<file path="config.mk">
export PLATFORM = sky130hd
export DESIGN_NAME = counter_priority_task_scheduler
export DESIGN_NICKNAME = d
export VERILOG_FILES = /design/src/hdl/cpts_pkg.sv /design/src/hdl/cpts_table.sv /design/src/hdl/cpts_core.sv /design/src/hdl/counter_priority_task_scheduler.sv
export VERILOG_INCLUDE_DIRS = /design/src /design/src/hdl
export SDC_FILE = /design/constraint.sdc
export NUM_CORES = 2
export LEC_CHECK = 0
export BUFFER_PORTS_ARGS = -buffer_cell sky130_fd_sc_hd__buf_2
export CAP_MARGIN = 20
export CORE_ASPECT_RATIO = 0.7
export CORE_MARGIN = 2
export CORE_UTILIZATION = 54
export DETAILED_ROUTE_END_ITERATION = 8
export PLACE_DENSITY_LB_ADDON = 0.12
export SETUP_SLACK_MARGIN = 0.2
export SYNTH_ARGS = -nofsm -noshare
export SYNTH_HDL_FRONTEND = slang
export SYNTH_HIERARCHICAL = 1
export SYNTH_SLANG_ARGS = --single-unit
</file>
<file path="constraint.sdc">
create_clock -name clk -period 20.3 [get_ports clk]
set_input_delay 4.06 -clock clk [delete_from_list [all_inputs] [get_ports clk]]
set_output_delay 4.06 -clock clk [all_outputs]
set_load 0.01 [all_outputs]
</file>
<file path="src/hdl/assert_macros.svh">
// Assertion macros shared by the scheduler RTL.
`ifndef ASSERT_MACROS_SVH
`define ASSERT_MACROS_SVH

// Same-cycle implication, checked on every rising clock edge outside reset.
`define CPTS_ASSERT_NOW(label, ante, cons, msg) \
	label: assert property (@(posedge clk) disable iff (!arst_n) (ante) |-> (cons)) \
		else $error(msg);

// Next-cycle implication, checked on every rising clock edge outside reset.
`define CPTS_ASSERT_NEXT(label, ante, cons, msg) \
	label: assert property (@(posedge clk) disable iff (!arst_n) (ante) |=> (cons)) \
		else $error(msg);

`endif

</file>
<file path="src/hdl/cpts_pkg.sv">
// Shared types, opcodes and constants of the counter/priority task scheduler.
package cpts_pkg;

	localparam int TASK_COUNT_DEF = 64;
	localparam int SLOT_W         = 6;
	localparam int PRIO_W         = 8;
	localparam int SLICE_W        = 9;
	localparam int OP_W           = 2;

	localparam logic [SLICE_W-1:0] SLICE_MAX = 9'd511;

	// Operation codes carried in the input tuser.
	localparam logic [OP_W-1:0] OP_TICK  = 2'd0;
	localparam logic [OP_W-1:0] OP_WRITE = 2'd1;
	localparam logic [OP_W-1:0] OP_SCHED = 2'd2;

	// One task table entry.
	typedef struct packed {
		logic               present;
		logic               runnable;
		logic [PRIO_W-1:0]  prio;
		logic [SLICE_W-1:0] slice;
	} cpts_entry_t;

	// Value an entry holds until it is first written.
	localparam cpts_entry_t ENTRY_RESET = '{
		present:  1'b0,
		runnable: 1'b0,
		prio:     8'd1,
		slice:    9'd0
	};

	// One input word, unpacked.
	typedef struct packed {
		logic [OP_W-1:0]    opcode;
		logic               kernel_mode;
		logic [SLOT_W-1:0]  slot;
		logic               present;
		logic               runnable;
		logic [PRIO_W-1:0]  priority_req;
		logic [SLICE_W-1:0] slice_value;
	} cpts_item_t;

	// One result word, unpacked.
	typedef struct packed {
		logic               switched;
		logic [SLOT_W-1:0]  task_index;
		logic               refreshed;
		logic [SLICE_W-1:0] current_slice;
	} cpts_result_t;

endpackage

</file>
<file path="src/hdl/cpts_table.sv">
// Task table memory with per-entry valid bits and a registered read port.
module cpts_table #(
	parameter  int TASK_COUNT = cpts_pkg::TASK_COUNT_DEF,
	localparam int IDX_W      = $clog2(TASK_COUNT)
) (
	input  logic                clk,
	input  logic                arst_n,
	input  logic [IDX_W-1:0]    rd_addr,
	output cpts_pkg::cpts_entry_t rd_data,
	input  logic                wr_en,
	input  logic [IDX_W-1:0]    wr_addr,
	input  cpts_pkg::cpts_entry_t wr_data
);
	import cpts_pkg::*;

	cpts_entry_t             mem [TASK_COUNT];
	logic [TASK_COUNT-1:0]   valid_q;
	cpts_entry_t             rd_data_q;

	// Entry storage, one write port.
	always_ff @(posedge clk) begin
		if (wr_en) begin
			mem[wr_addr] <= wr_data;
		end
	end

	// Valid bits: an entry never written reads as its reset value.
	always_ff @(posedge clk or negedge arst_n) begin
		if (!arst_n) begin
			valid_q <= '0;
		end else if (wr_en) begin
			valid_q[wr_addr] <= 1'b1;
		end
	end

	// Registered read port.
	always_ff @(posedge clk) begin
		rd_data_q <= valid_q[rd_addr] ? mem[rd_addr] : ENTRY_RESET;
	end

	assign rd_data = rd_data_q;

endmodule

</file>
<file path="src/hdl/cpts_core.sv">
// Sequencer and shared compare/refill unit that walks the task table.
module cpts_core #(
	parameter  int TASK_COUNT = cpts_pkg::TASK_COUNT_DEF,
	localparam int IDX_W      = $clog2(TASK_COUNT)
) (
	input  logic                   clk,
	input  logic                   arst_n,
	input  logic                   in_valid,
	output logic                   in_ready,
	input  cpts_pkg::cpts_item_t   in_item,
	output logic                   res_valid,
	input  logic                   res_ready,
	output cpts_pkg::cpts_result_t res,
	output logic [IDX_W-1:0]       rd_addr,
	input  cpts_pkg::cpts_entry_t  rd_data,
	output logic                   wr_en,
	output logic [IDX_W-1:0]       wr_addr,
	output cpts_pkg::cpts_entry_t  wr_data
);
	import cpts_pkg::*;

	localparam logic [3:0] ST_IDLE     = 4'd0;
	localparam logic [3:0] ST_TICK_RD  = 4'd1;
	localparam logic [3:0] ST_TICK_UPD = 4'd2;
	localparam logic [3:0] ST_SCAN     = 4'd3;
	localparam logic [3:0] ST_REFILL   = 4'd4;
	localparam logic [3:0] ST_OUT_RD   = 4'd5;
	localparam logic [3:0] ST_OUT_DAT  = 4'd6;
	localparam logic [3:0] ST_DONE     = 4'd7;

	localparam logic [IDX_W-1:0] IDX_LAST = IDX_W'(TASK_COUNT - 1);
	localparam logic [IDX_W-1:0] IDX_ONE  = IDX_W'(1);

	logic [3:0]         state_q;
	logic [IDX_W-1:0]   cur_q;
	logic [IDX_W-1:0]   cnt_q;
	logic               issue_done_q;
	logic               pend_s1;
	logic [IDX_W-1:0]   addr_s1;
	logic               any_q;
	logic [SLICE_W-1:0] top_q;
	logic [IDX_W-1:0]   best_q;
	logic               refilled_q;
	logic               switched_q;
	logic               kmode_q;
	cpts_result_t       res_q;

	logic                    slot_ok;
	logic [IDX_W+SLOT_W-1:0] slot_ext;
	logic [IDX_W+SLOT_W-1:0] cur_ext;
	logic                    cand;
	logic [SLICE_W:0]        refill_sum;
	logic [SLICE_W-1:0]      refill_val;
	logic                    scanning;

	// Address and range check of a table write.
	assign slot_ext = {{IDX_W{1'b0}}, in_item.slot};
	assign slot_ok  = (9'(in_item.slot) < 9'(TASK_COUNT));
	assign cur_ext  = {{SLOT_W{1'b0}}, cur_q};

	// Shared unit: candidate compare and refill of one entry.
	assign cand = rd_data.present && rd_data.runnable &&
		(!any_q || (rd_data.slice > top_q));
	assign refill_sum = (SLICE_W+1)'(rd_data.slice[SLICE_W-1:1]) +
		(SLICE_W+1)'(rd_data.prio);
	assign refill_val = (refill_sum > (SLICE_W+1)'(SLICE_MAX)) ? SLICE_MAX
		: refill_sum[SLICE_W-1:0];

	assign scanning = (state_q == ST_SCAN) || (state_q == ST_REFILL);

	// Read address follows the sweep counter, otherwise the current task.
	assign rd_addr = scanning ? cnt_q : cur_q;

	// Table writes: loads, tick countdown and refill write-back.
	always_comb begin
		wr_en   = 1'b0;
		wr_addr = cur_q;
		wr_data = rd_data;
		case (state_q)
			ST_IDLE: begin
				if (in_valid && (in_item.opcode == OP_WRITE) && slot_ok) begin
					wr_en            = 1'b1;
					wr_addr          = slot_ext[IDX_W-1:0];
					wr_data.present  = in_item.present;
					wr_data.runnable = in_item.runnable;
					wr_data.prio     = in_item.priority_req;
					wr_data.slice    = in_item.slice_value;
				end
			end
			ST_TICK_UPD: begin
				wr_en         = 1'b1;
				wr_data.slice = (rd_data.slice > 9'd1) ? (rd_data.slice - 9'd1) : '0;
			end
			ST_REFILL: begin
				if (pend_s1 && rd_data.present) begin
					wr_en         = 1'b1;
					wr_addr       = addr_s1;
					wr_data.slice = refill_val;
				end
			end
			default: begin
			end
		endcase
	end

	// Sequencer.
	always_ff @(posedge clk or negedge arst_n) begin
		if (!arst_n) begin
			state_q      <= ST_IDLE;
			cur_q        <= '0;
			cnt_q        <= '0;
			issue_done_q <= 1'b0;
			pend_s1      <= 1'b0;
			any_q        <= 1'b0;
			top_q        <= '0;
			best_q       <= '0;
			refilled_q   <= 1'b0;
			switched_q   <= 1'b0;
			kmode_q      <= 1'b0;
		end else begin
			pend_s1 <= scanning && !issue_done_q;
			case (state_q)
				ST_IDLE: begin
					if (in_valid) begin
						kmode_q    <= in_item.kernel_mode;
						refilled_q <= 1'b0;
						switched_q <= 1'b0;
						case (in_item.opcode)
							OP_TICK: begin
								state_q <= ST_TICK_RD;
							end
							OP_SCHED: begin
								switched_q   <= 1'b1;
								cnt_q        <= IDX_LAST;
								issue_done_q <= 1'b0;
								any_q        <= 1'b0;
								state_q      <= ST_SCAN;
							end
							default: begin
								state_q <= ST_OUT_RD;
							end
						endcase
					end
				end
				ST_TICK_RD: begin
					state_q <= ST_TICK_UPD;
				end
				ST_TICK_UPD: begin
					if ((rd_data.slice > 9'd1) || kmode_q) begin
						state_q <= ST_OUT_RD;
					end else begin
						switched_q   <= 1'b1;
						cnt_q        <= IDX_LAST;
						issue_done_q <= 1'b0;
						any_q        <= 1'b0;
						state_q      <= ST_SCAN;
					end
				end
				ST_SCAN: begin
					// Slots are read from the top down; strict compare keeps the highest slot.
					if (!issue_done_q) begin
						if (cnt_q == IDX_ONE) begin
							issue_done_q <= 1'b1;
						end else begin
							cnt_q <= cnt_q - IDX_ONE;
						end
					end
					if (pend_s1 && cand) begin
						top_q  <= rd_data.slice;
						best_q <= addr_s1;
						any_q  <= 1'b1;
					end
					if (issue_done_q && !pend_s1) begin
						if (any_q && (top_q == '0) && !refilled_q) begin
							cnt_q        <= IDX_ONE;
							issue_done_q <= 1'b0;
							state_q      <= ST_REFILL;
						end else begin
							cur_q   <= any_q ? best_q : '0;
							state_q <= ST_OUT_RD;
						end
					end
				end
				ST_REFILL: begin
					// Read-modify-write sweep from slot 1 upward.
					if (!issue_done_q) begin
						if (cnt_q == IDX_LAST) begin
							issue_done_q <= 1'b1;
						end else begin
							cnt_q <= cnt_q + IDX_ONE;
						end
					end
					if (issue_done_q && !pend_s1) begin
						refilled_q   <= 1'b1;
						cnt_q        <= IDX_LAST;
						issue_done_q <= 1'b0;
						any_q        <= 1'b0;
						state_q      <= ST_SCAN;
					end
				end
				ST_OUT_RD: begin
					state_q <= ST_OUT_DAT;
				end
				ST_OUT_DAT: begin
					state_q <= ST_DONE;
				end
				ST_DONE: begin
					if (res_ready) begin
						state_q <= ST_IDLE;
					end
				end
				default: begin
					state_q <= ST_IDLE;
				end
			endcase
		end
	end

	// Pipeline address of the read in flight, and the result word.
	always_ff @(posedge clk) begin
		addr_s1 <= cnt_q;
		if (state_q == ST_OUT_DAT) begin
			res_q.switched      <= switched_q;
			res_q.task_index    <= cur_ext[SLOT_W-1:0];
			res_q.refreshed     <= refilled_q;
			res_q.current_slice <= rd_data.slice;
		end
	end

	assign in_ready  = (state_q == ST_IDLE);
	assign res_valid = (state_q == ST_DONE);
	assign res       = res_q;

endmodule

</file>
<file path="src/hdl/counter_priority_task_scheduler.sv">
// A write or an unused opcode reads back the current task's entry; a tick first counts down
// its slice and may start a selection, which takes up to two table scans and one refill sweep.
// Throughput: one word at a time, set by the single table read port, one entry per cycle.
// The next word is taken while the previous result still waits in the output register.
// Reset: asynchronous; table valid bits clear at once, so no clearing pass is needed.
`include "assert_macros.svh"

module counter_priority_task_scheduler #(
	parameter int TASK_COUNT = cpts_pkg::TASK_COUNT_DEF
) (
	input  logic        clk,
	input  logic        arst_n,
	input  logic        s_tvalid,
	output logic        s_tready,
	// kernel_mode, slot, present, runnable, priority_req, slice_value, zero pad
	input  logic [31:0] s_tdata,
	// opcode
	input  logic [1:0]  s_tuser,
	output logic        m_tvalid,
	input  logic        m_tready,
	// switched, task_index, refreshed, current_slice, zero pad
	output logic [23:0] m_tdata
);
	import cpts_pkg::*;

	localparam int IDX_W = $clog2(TASK_COUNT);

	cpts_item_t       item;
	cpts_result_t     res;
	logic             res_valid;
	logic             res_ready;
	logic [IDX_W-1:0] rd_addr;
	cpts_entry_t      rd_data;
	logic             wr_en;
	logic [IDX_W-1:0] wr_addr;
	cpts_entry_t      wr_data;
	logic             m_tvalid_q;
	cpts_result_t     m_res_q;

	// Unpack the input word.
	assign item.opcode       = s_tuser;
	assign item.kernel_mode  = s_tdata[0];
	assign item.slot         = s_tdata[6:1];
	assign item.present      = s_tdata[7];
	assign item.runnable     = s_tdata[8];
	assign item.priority_req = s_tdata[16:9];
	assign item.slice_value  = s_tdata[25:17];

	cpts_table #(
		.TASK_COUNT(TASK_COUNT)
	) u_table (
		.clk     (clk),
		.arst_n  (arst_n),
		.rd_addr (rd_addr),
		.rd_data (rd_data),
		.wr_en   (wr_en),
		.wr_addr (wr_addr),
		.wr_data (wr_data)
	);

	cpts_core #(
		.TASK_COUNT(TASK_COUNT)
	) u_core (
		.clk       (clk),
		.arst_n    (arst_n),
		.in_valid  (s_tvalid),
		.in_ready  (s_tready),
		.in_item   (item),
		.res_valid (res_valid),
		.res_ready (res_ready),
		.res       (res),
		.rd_addr   (rd_addr),
		.rd_data   (rd_data),
		.wr_en     (wr_en),
		.wr_addr   (wr_addr),
		.wr_data   (wr_data)
	);

	// Output register parts the core from the downstream side.
	assign res_ready = !m_tvalid_q || m_tready;

	always_ff @(posedge clk or negedge arst_n) begin
		if (!arst_n) begin
			m_tvalid_q <= 1'b0;
		end else if (res_valid && res_ready) begin
			m_tvalid_q <= 1'b1;
		end else if (m_tready) begin
			m_tvalid_q <= 1'b0;
		end
	end

	always_ff @(posedge clk) begin
		if (res_valid && res_ready) begin
			m_res_q <= res;
		end
	end

	// Pack the result word.
	assign m_tvalid = m_tvalid_q;
	assign m_tdata  = {7'd0, m_res_q.current_slice, m_res_q.refreshed,
		m_res_q.task_index, m_res_q.switched};

	`CPTS_ASSERT_NEXT(a_busy_after_accept, s_tvalid && s_tready, !s_tready, "accepted word did not make the block busy")
	`CPTS_ASSERT_NOW(a_refresh_needs_switch, m_tvalid, !m_tdata[7] || m_tdata[0], "refreshed reported without a selection")
	`CPTS_ASSERT_NOW(a_index_in_range, m_tvalid, (9'(m_tdata[6:1]) < 9'(TASK_COUNT)), "current task outside the table")
	`CPTS_ASSERT_NOW(a_single_write, wr_en, !(s_tvalid && s_tready) || (s_tuser == OP_WRITE), "table written while taking a non-write word")

endmodule
</file>
==> results.toml <==
[cells_and_area]
post_route_cells_drive_above_1_share_pct = 29.4
flow.area_growth_from_synthesis_pct = 11.6
finalNetCount = 2854

[global_routing]
grt_pass1_vias = 26800
total_routing_usage_reported_by_global_routing_pct = 25.5
initial_antenna_violation_count = 5
maximum_number_of_pins_on_one_net_before_global_route_repair = 129
grt_first_pass_wirelength_um = 186000
gr-total-overflow = 0

[power]
internal_power_of_the_cells_mw = 5.70
power.ir.vdd_worst_v = 0.000207
total_power_mw = 8.36
power_density_mw_per_mm2 = 139
power_frac_clock_pct = 27.6
p_leak_nw = 19.5
power_frac_seq_pct = 42.8
combinationalPowerShare_pct = 29.6
switching_share_pct = 31.8
switching_power_mw = 2.66

[setup_path]
worstPathMaxFanout = 20
worstPathCellList = "buf_2, nand3b_1, nor2_1, o32a_1, nor2b_1, nand3_1, nor2_4"
cp_slowest_cell = "nor2_4"
cp.arrival_ns = 7.26
setup.reg_to_reg.worst_slack_ns = 13.92
worstSetupPathType = "input port to flop"
worstSetupEndpointType = "flop"
cp_slowest_stage_delay_ns = 0.93
crit_path_start_kind = "input port"
worstPathRequired_ns = 20.64

[floorplanning]
die_w_um = 381
placement_rows = 96
die_area_mm2 = 0.102
core_area_mm2 = 0.0984
boundaryPins = 64
start_util_pct = 54.7
fp.dieH_um = 268

[sta]
number_of_endpoints_failing_setup_at_the_final_stage = 0
worst_case_clock_skew_ns = 0.0209
worst-slew-pin-transition_ns = 1.19
slew_limit_fails = 0
worst_case_setup_margin_in_the_final_layout_ns = 13.38
rsz0062_at_grt = "false"
clock.fmax_mhz = 145
timing.hold.ws_ns = 0.416
final_cycle_share_pct = 34.1
timing.setup.tns_ns = 0
worst_slew_margin_rel_pct = 20.6
timing.final.crit_period_ns = 6.92
report.final.hold_viol_count = 0

[clock_tree]
tritoncts = "yes"
cts_h_tree_depth = 3
cts.repair.resized = 0
numCtsBuffers = 121
post_cts.repair.setup_buffers = 0
worst_setup_hold_path_clk_slew_ns = 0.07
cts_buffer_depth = 3
clockRootBuffer = "clkbuf_16"
clkLatencyLatePin_ns = 0.72
clock_sink_count = 1376
ctsHoldBuffers = 0

[min_path]
min-delay-path-class = "flop to flop"

[route]
detailedRoute.firstIterationViolations = 3238
finalWirelength_um = 128000
routed-via-count = 27000
post-route-drc-count = 0
route.detailed.vias_per_inst = 6.39
post_drt_wl_per_cell_um = 30.4
antenna_violating_nets_post_route = 0
first_pass_iters = 5

[placement]
final_hpwl_from_detailed_placement_um = 75200
worst_case_setup_slack_after_placement_ns = 12.74
place_congestion = 0.899
io_buffers = 50

[synthesis]
ys_seq_area_share_pct = 75.4
synth_cells = 2660
netlist_area_mm2 = 0.0538
ys.flop_type = "edfxtp_1"
netlist_top_cells_area = "edfxtp_1, mux4_2, dfrtp_1, a22oi_1, a21oi_1"
synth_top_cell_by_area = "edfxtp_1"
synth_area_per_cell_um2 = 20.2
netlist-cell-type-count = 82
yosys_warning_count = 6
synthDominantCellAreaShare_pct = 69.7
synth_edf_count = 1250
synthArstFlopShare_pct = 7.34
synth-seq-cells = 1376

[outcome]
run_status = "complete, no violations"

[run]
max_cap_viol_count = 0
[final timing paths]
| check | start | endpoint | cells past startpoint |
|---|---|---|---|
| worst max-delay path | s_tuser[1] | u_table/mem[14][16]$_DFFE_PP_ | 7 |
| worst min-delay path | u_core/res[11]$_DFFE_PN_ | m_tdata[2]$_DFFE_PP_ | 0 |
| worst max register to register | u_core/state_q[1]$_DFFE_PN0P_ | u_table/rd_data[12]$_SDFF_PN0_ | 13 |
| worst min register to register | u_core/res[11]$_DFFE_PN_ | m_tdata[2]$_DFFE_PP_ | 0 |
| max in group asynchronous | arst_n | u_table/valid_q[12]$_DFFE_PN0P_ | 2 |
| min in group asynchronous | arst_n | u_table/valid_q[63]$_DFFE_PN0P_ | 1 |
[registers in the layout, summed over array words and instances, names as in the netlist, 3 cells and up]
| register | count |
|---|---|
| u_table/valid_q | 64 |
| u_core/best_q | 6 |
| u_core/cur_q | 6 |
| u_core/addr_s1 | 6 |
| u_core/res | 17 |
| m_tdata | 17 |
| u_core/state_q | 3 |
| u_table/rd_data | 19 |
| u_table/mem | 1216 |
| u_core/top_q | 9 |
| u_core/cnt_q | 6 |
[synthesized netlist by cell type (all sizes together), types with 8 or more instances]
master,count
edfxtp,1250
clkbuf,52
nand2,57
mux2i,11
nor3,13
nand3,12
a22oi,148
ha,22
nand2b,9
or2,68
buf,102
mux2,30
nor4,20
mux4,317
o21ai,46
nor2,103
inv,23
dfxtp,25
a21oi,110
nor2b,15
a22o,8
dfrtp,101
[power groups by stage]
stage | clock, mW | sequential, mW | combinational [mW]
floorplan | 0 | 3.63 | 1.69
global placement | 0 | 3.64 | 2.41
detailed placement | 0 | 3.64 | 2.46
CTS | 2.34 | 3.58 | 2.47
global route | 2.45 | 3.59 | 2.64
finish | 2.31 | 3.58 | 2.48
[cells by family (layout without fill, tap and decap cells)]
logic type | after synthesis | after routing | synth area share [%]
AOI/OAI and AO/OA | 384 | 384 | 4.80
xor gates and xnor gates | 8 | 8 | 0.130
adders and majority gates | 23 | 23 | 0.549
buffers and inverters | 177 | 412 | 1.83
DFF | 1376 | 1376 | 75.4
muxes | 358 | 358 | 14.1
other | 1 | 8 | 0.00697
and+or+nand+nor | 333 | 333 | 3.21
[metrics by stage]
stage | std cells | instance area (µm²) | utilization, %
after floorplan | 2666 | 53800 | -
after detailed placement | 3991 | 56000 | 56.9
after CTS | 4222 | 60000 | 61.0
after global placement | 3991 | 56000 | 56.9
final | 4225 | 60000 | 61.0
after global routing | 4224 | 60000 | 61.0
[routing by layer]
| metal | part of all wire [%] | global-route usage (%) | wire length (µm) |
|---|---|---|---|
| met1 | 43 | 38.5 | 55100 |
| met2 | 46 | 38.0 | 58900 |
| met3 | 9.0 | 6.04 | 11600 |
| met4 | 2.2 | 6.53 | 2820 |
| met5 | 0 | 0 | 0 |
[layout make-up]
type | instances | area [µm²]
flip-flops and latches | 1376 | 40600
inverters | 23 | 86.3
well taps | 1323 | 1660
repair buffers | 158 | 1140
diodes | 1 | 2.50
clock inverters | 63 | 586
multi-input cells | 1113 | 12600
clock buffers | 168 | 3420
fillers | 6870 | 38300
[worst max-delay path: cells and delay by family]
kind	cells	cell delay [ns]
AO/OA/AOI/OAI	1	0.75
AND/OR/NAND/NOR	5	2.30
buffers and inverters	1	0.11
[cell usage in the layout, fill, tap and decap left out, types with 12 or more instances in the layout]
master	netlist	layout
clkbuf_1	47	28
buf_4	24	103
or2_2	68	68
edfxtp_1	1250	1250
nand2_1	57	57
nor2_2	1	60
dfxtp_1	25	25
nand3_1	12	12
clkinv_2	0	25
nor4_1	20	20
a22oi_1	148	148
ha_1	22	22
nor2b_1	15	13
clkbuf_8	4	17
a21oi_1	110	110
mux2_2	30	30
mux4_2	316	316
dfrtp_1	101	101
nor2_1	102	39
clkbuf_16	0	123
inv_1	23	23
buf_2	45	49
clkinv_1	0	15
o21ai_0	44	39
Note: power is estimated with default switching activity, not from simulation.
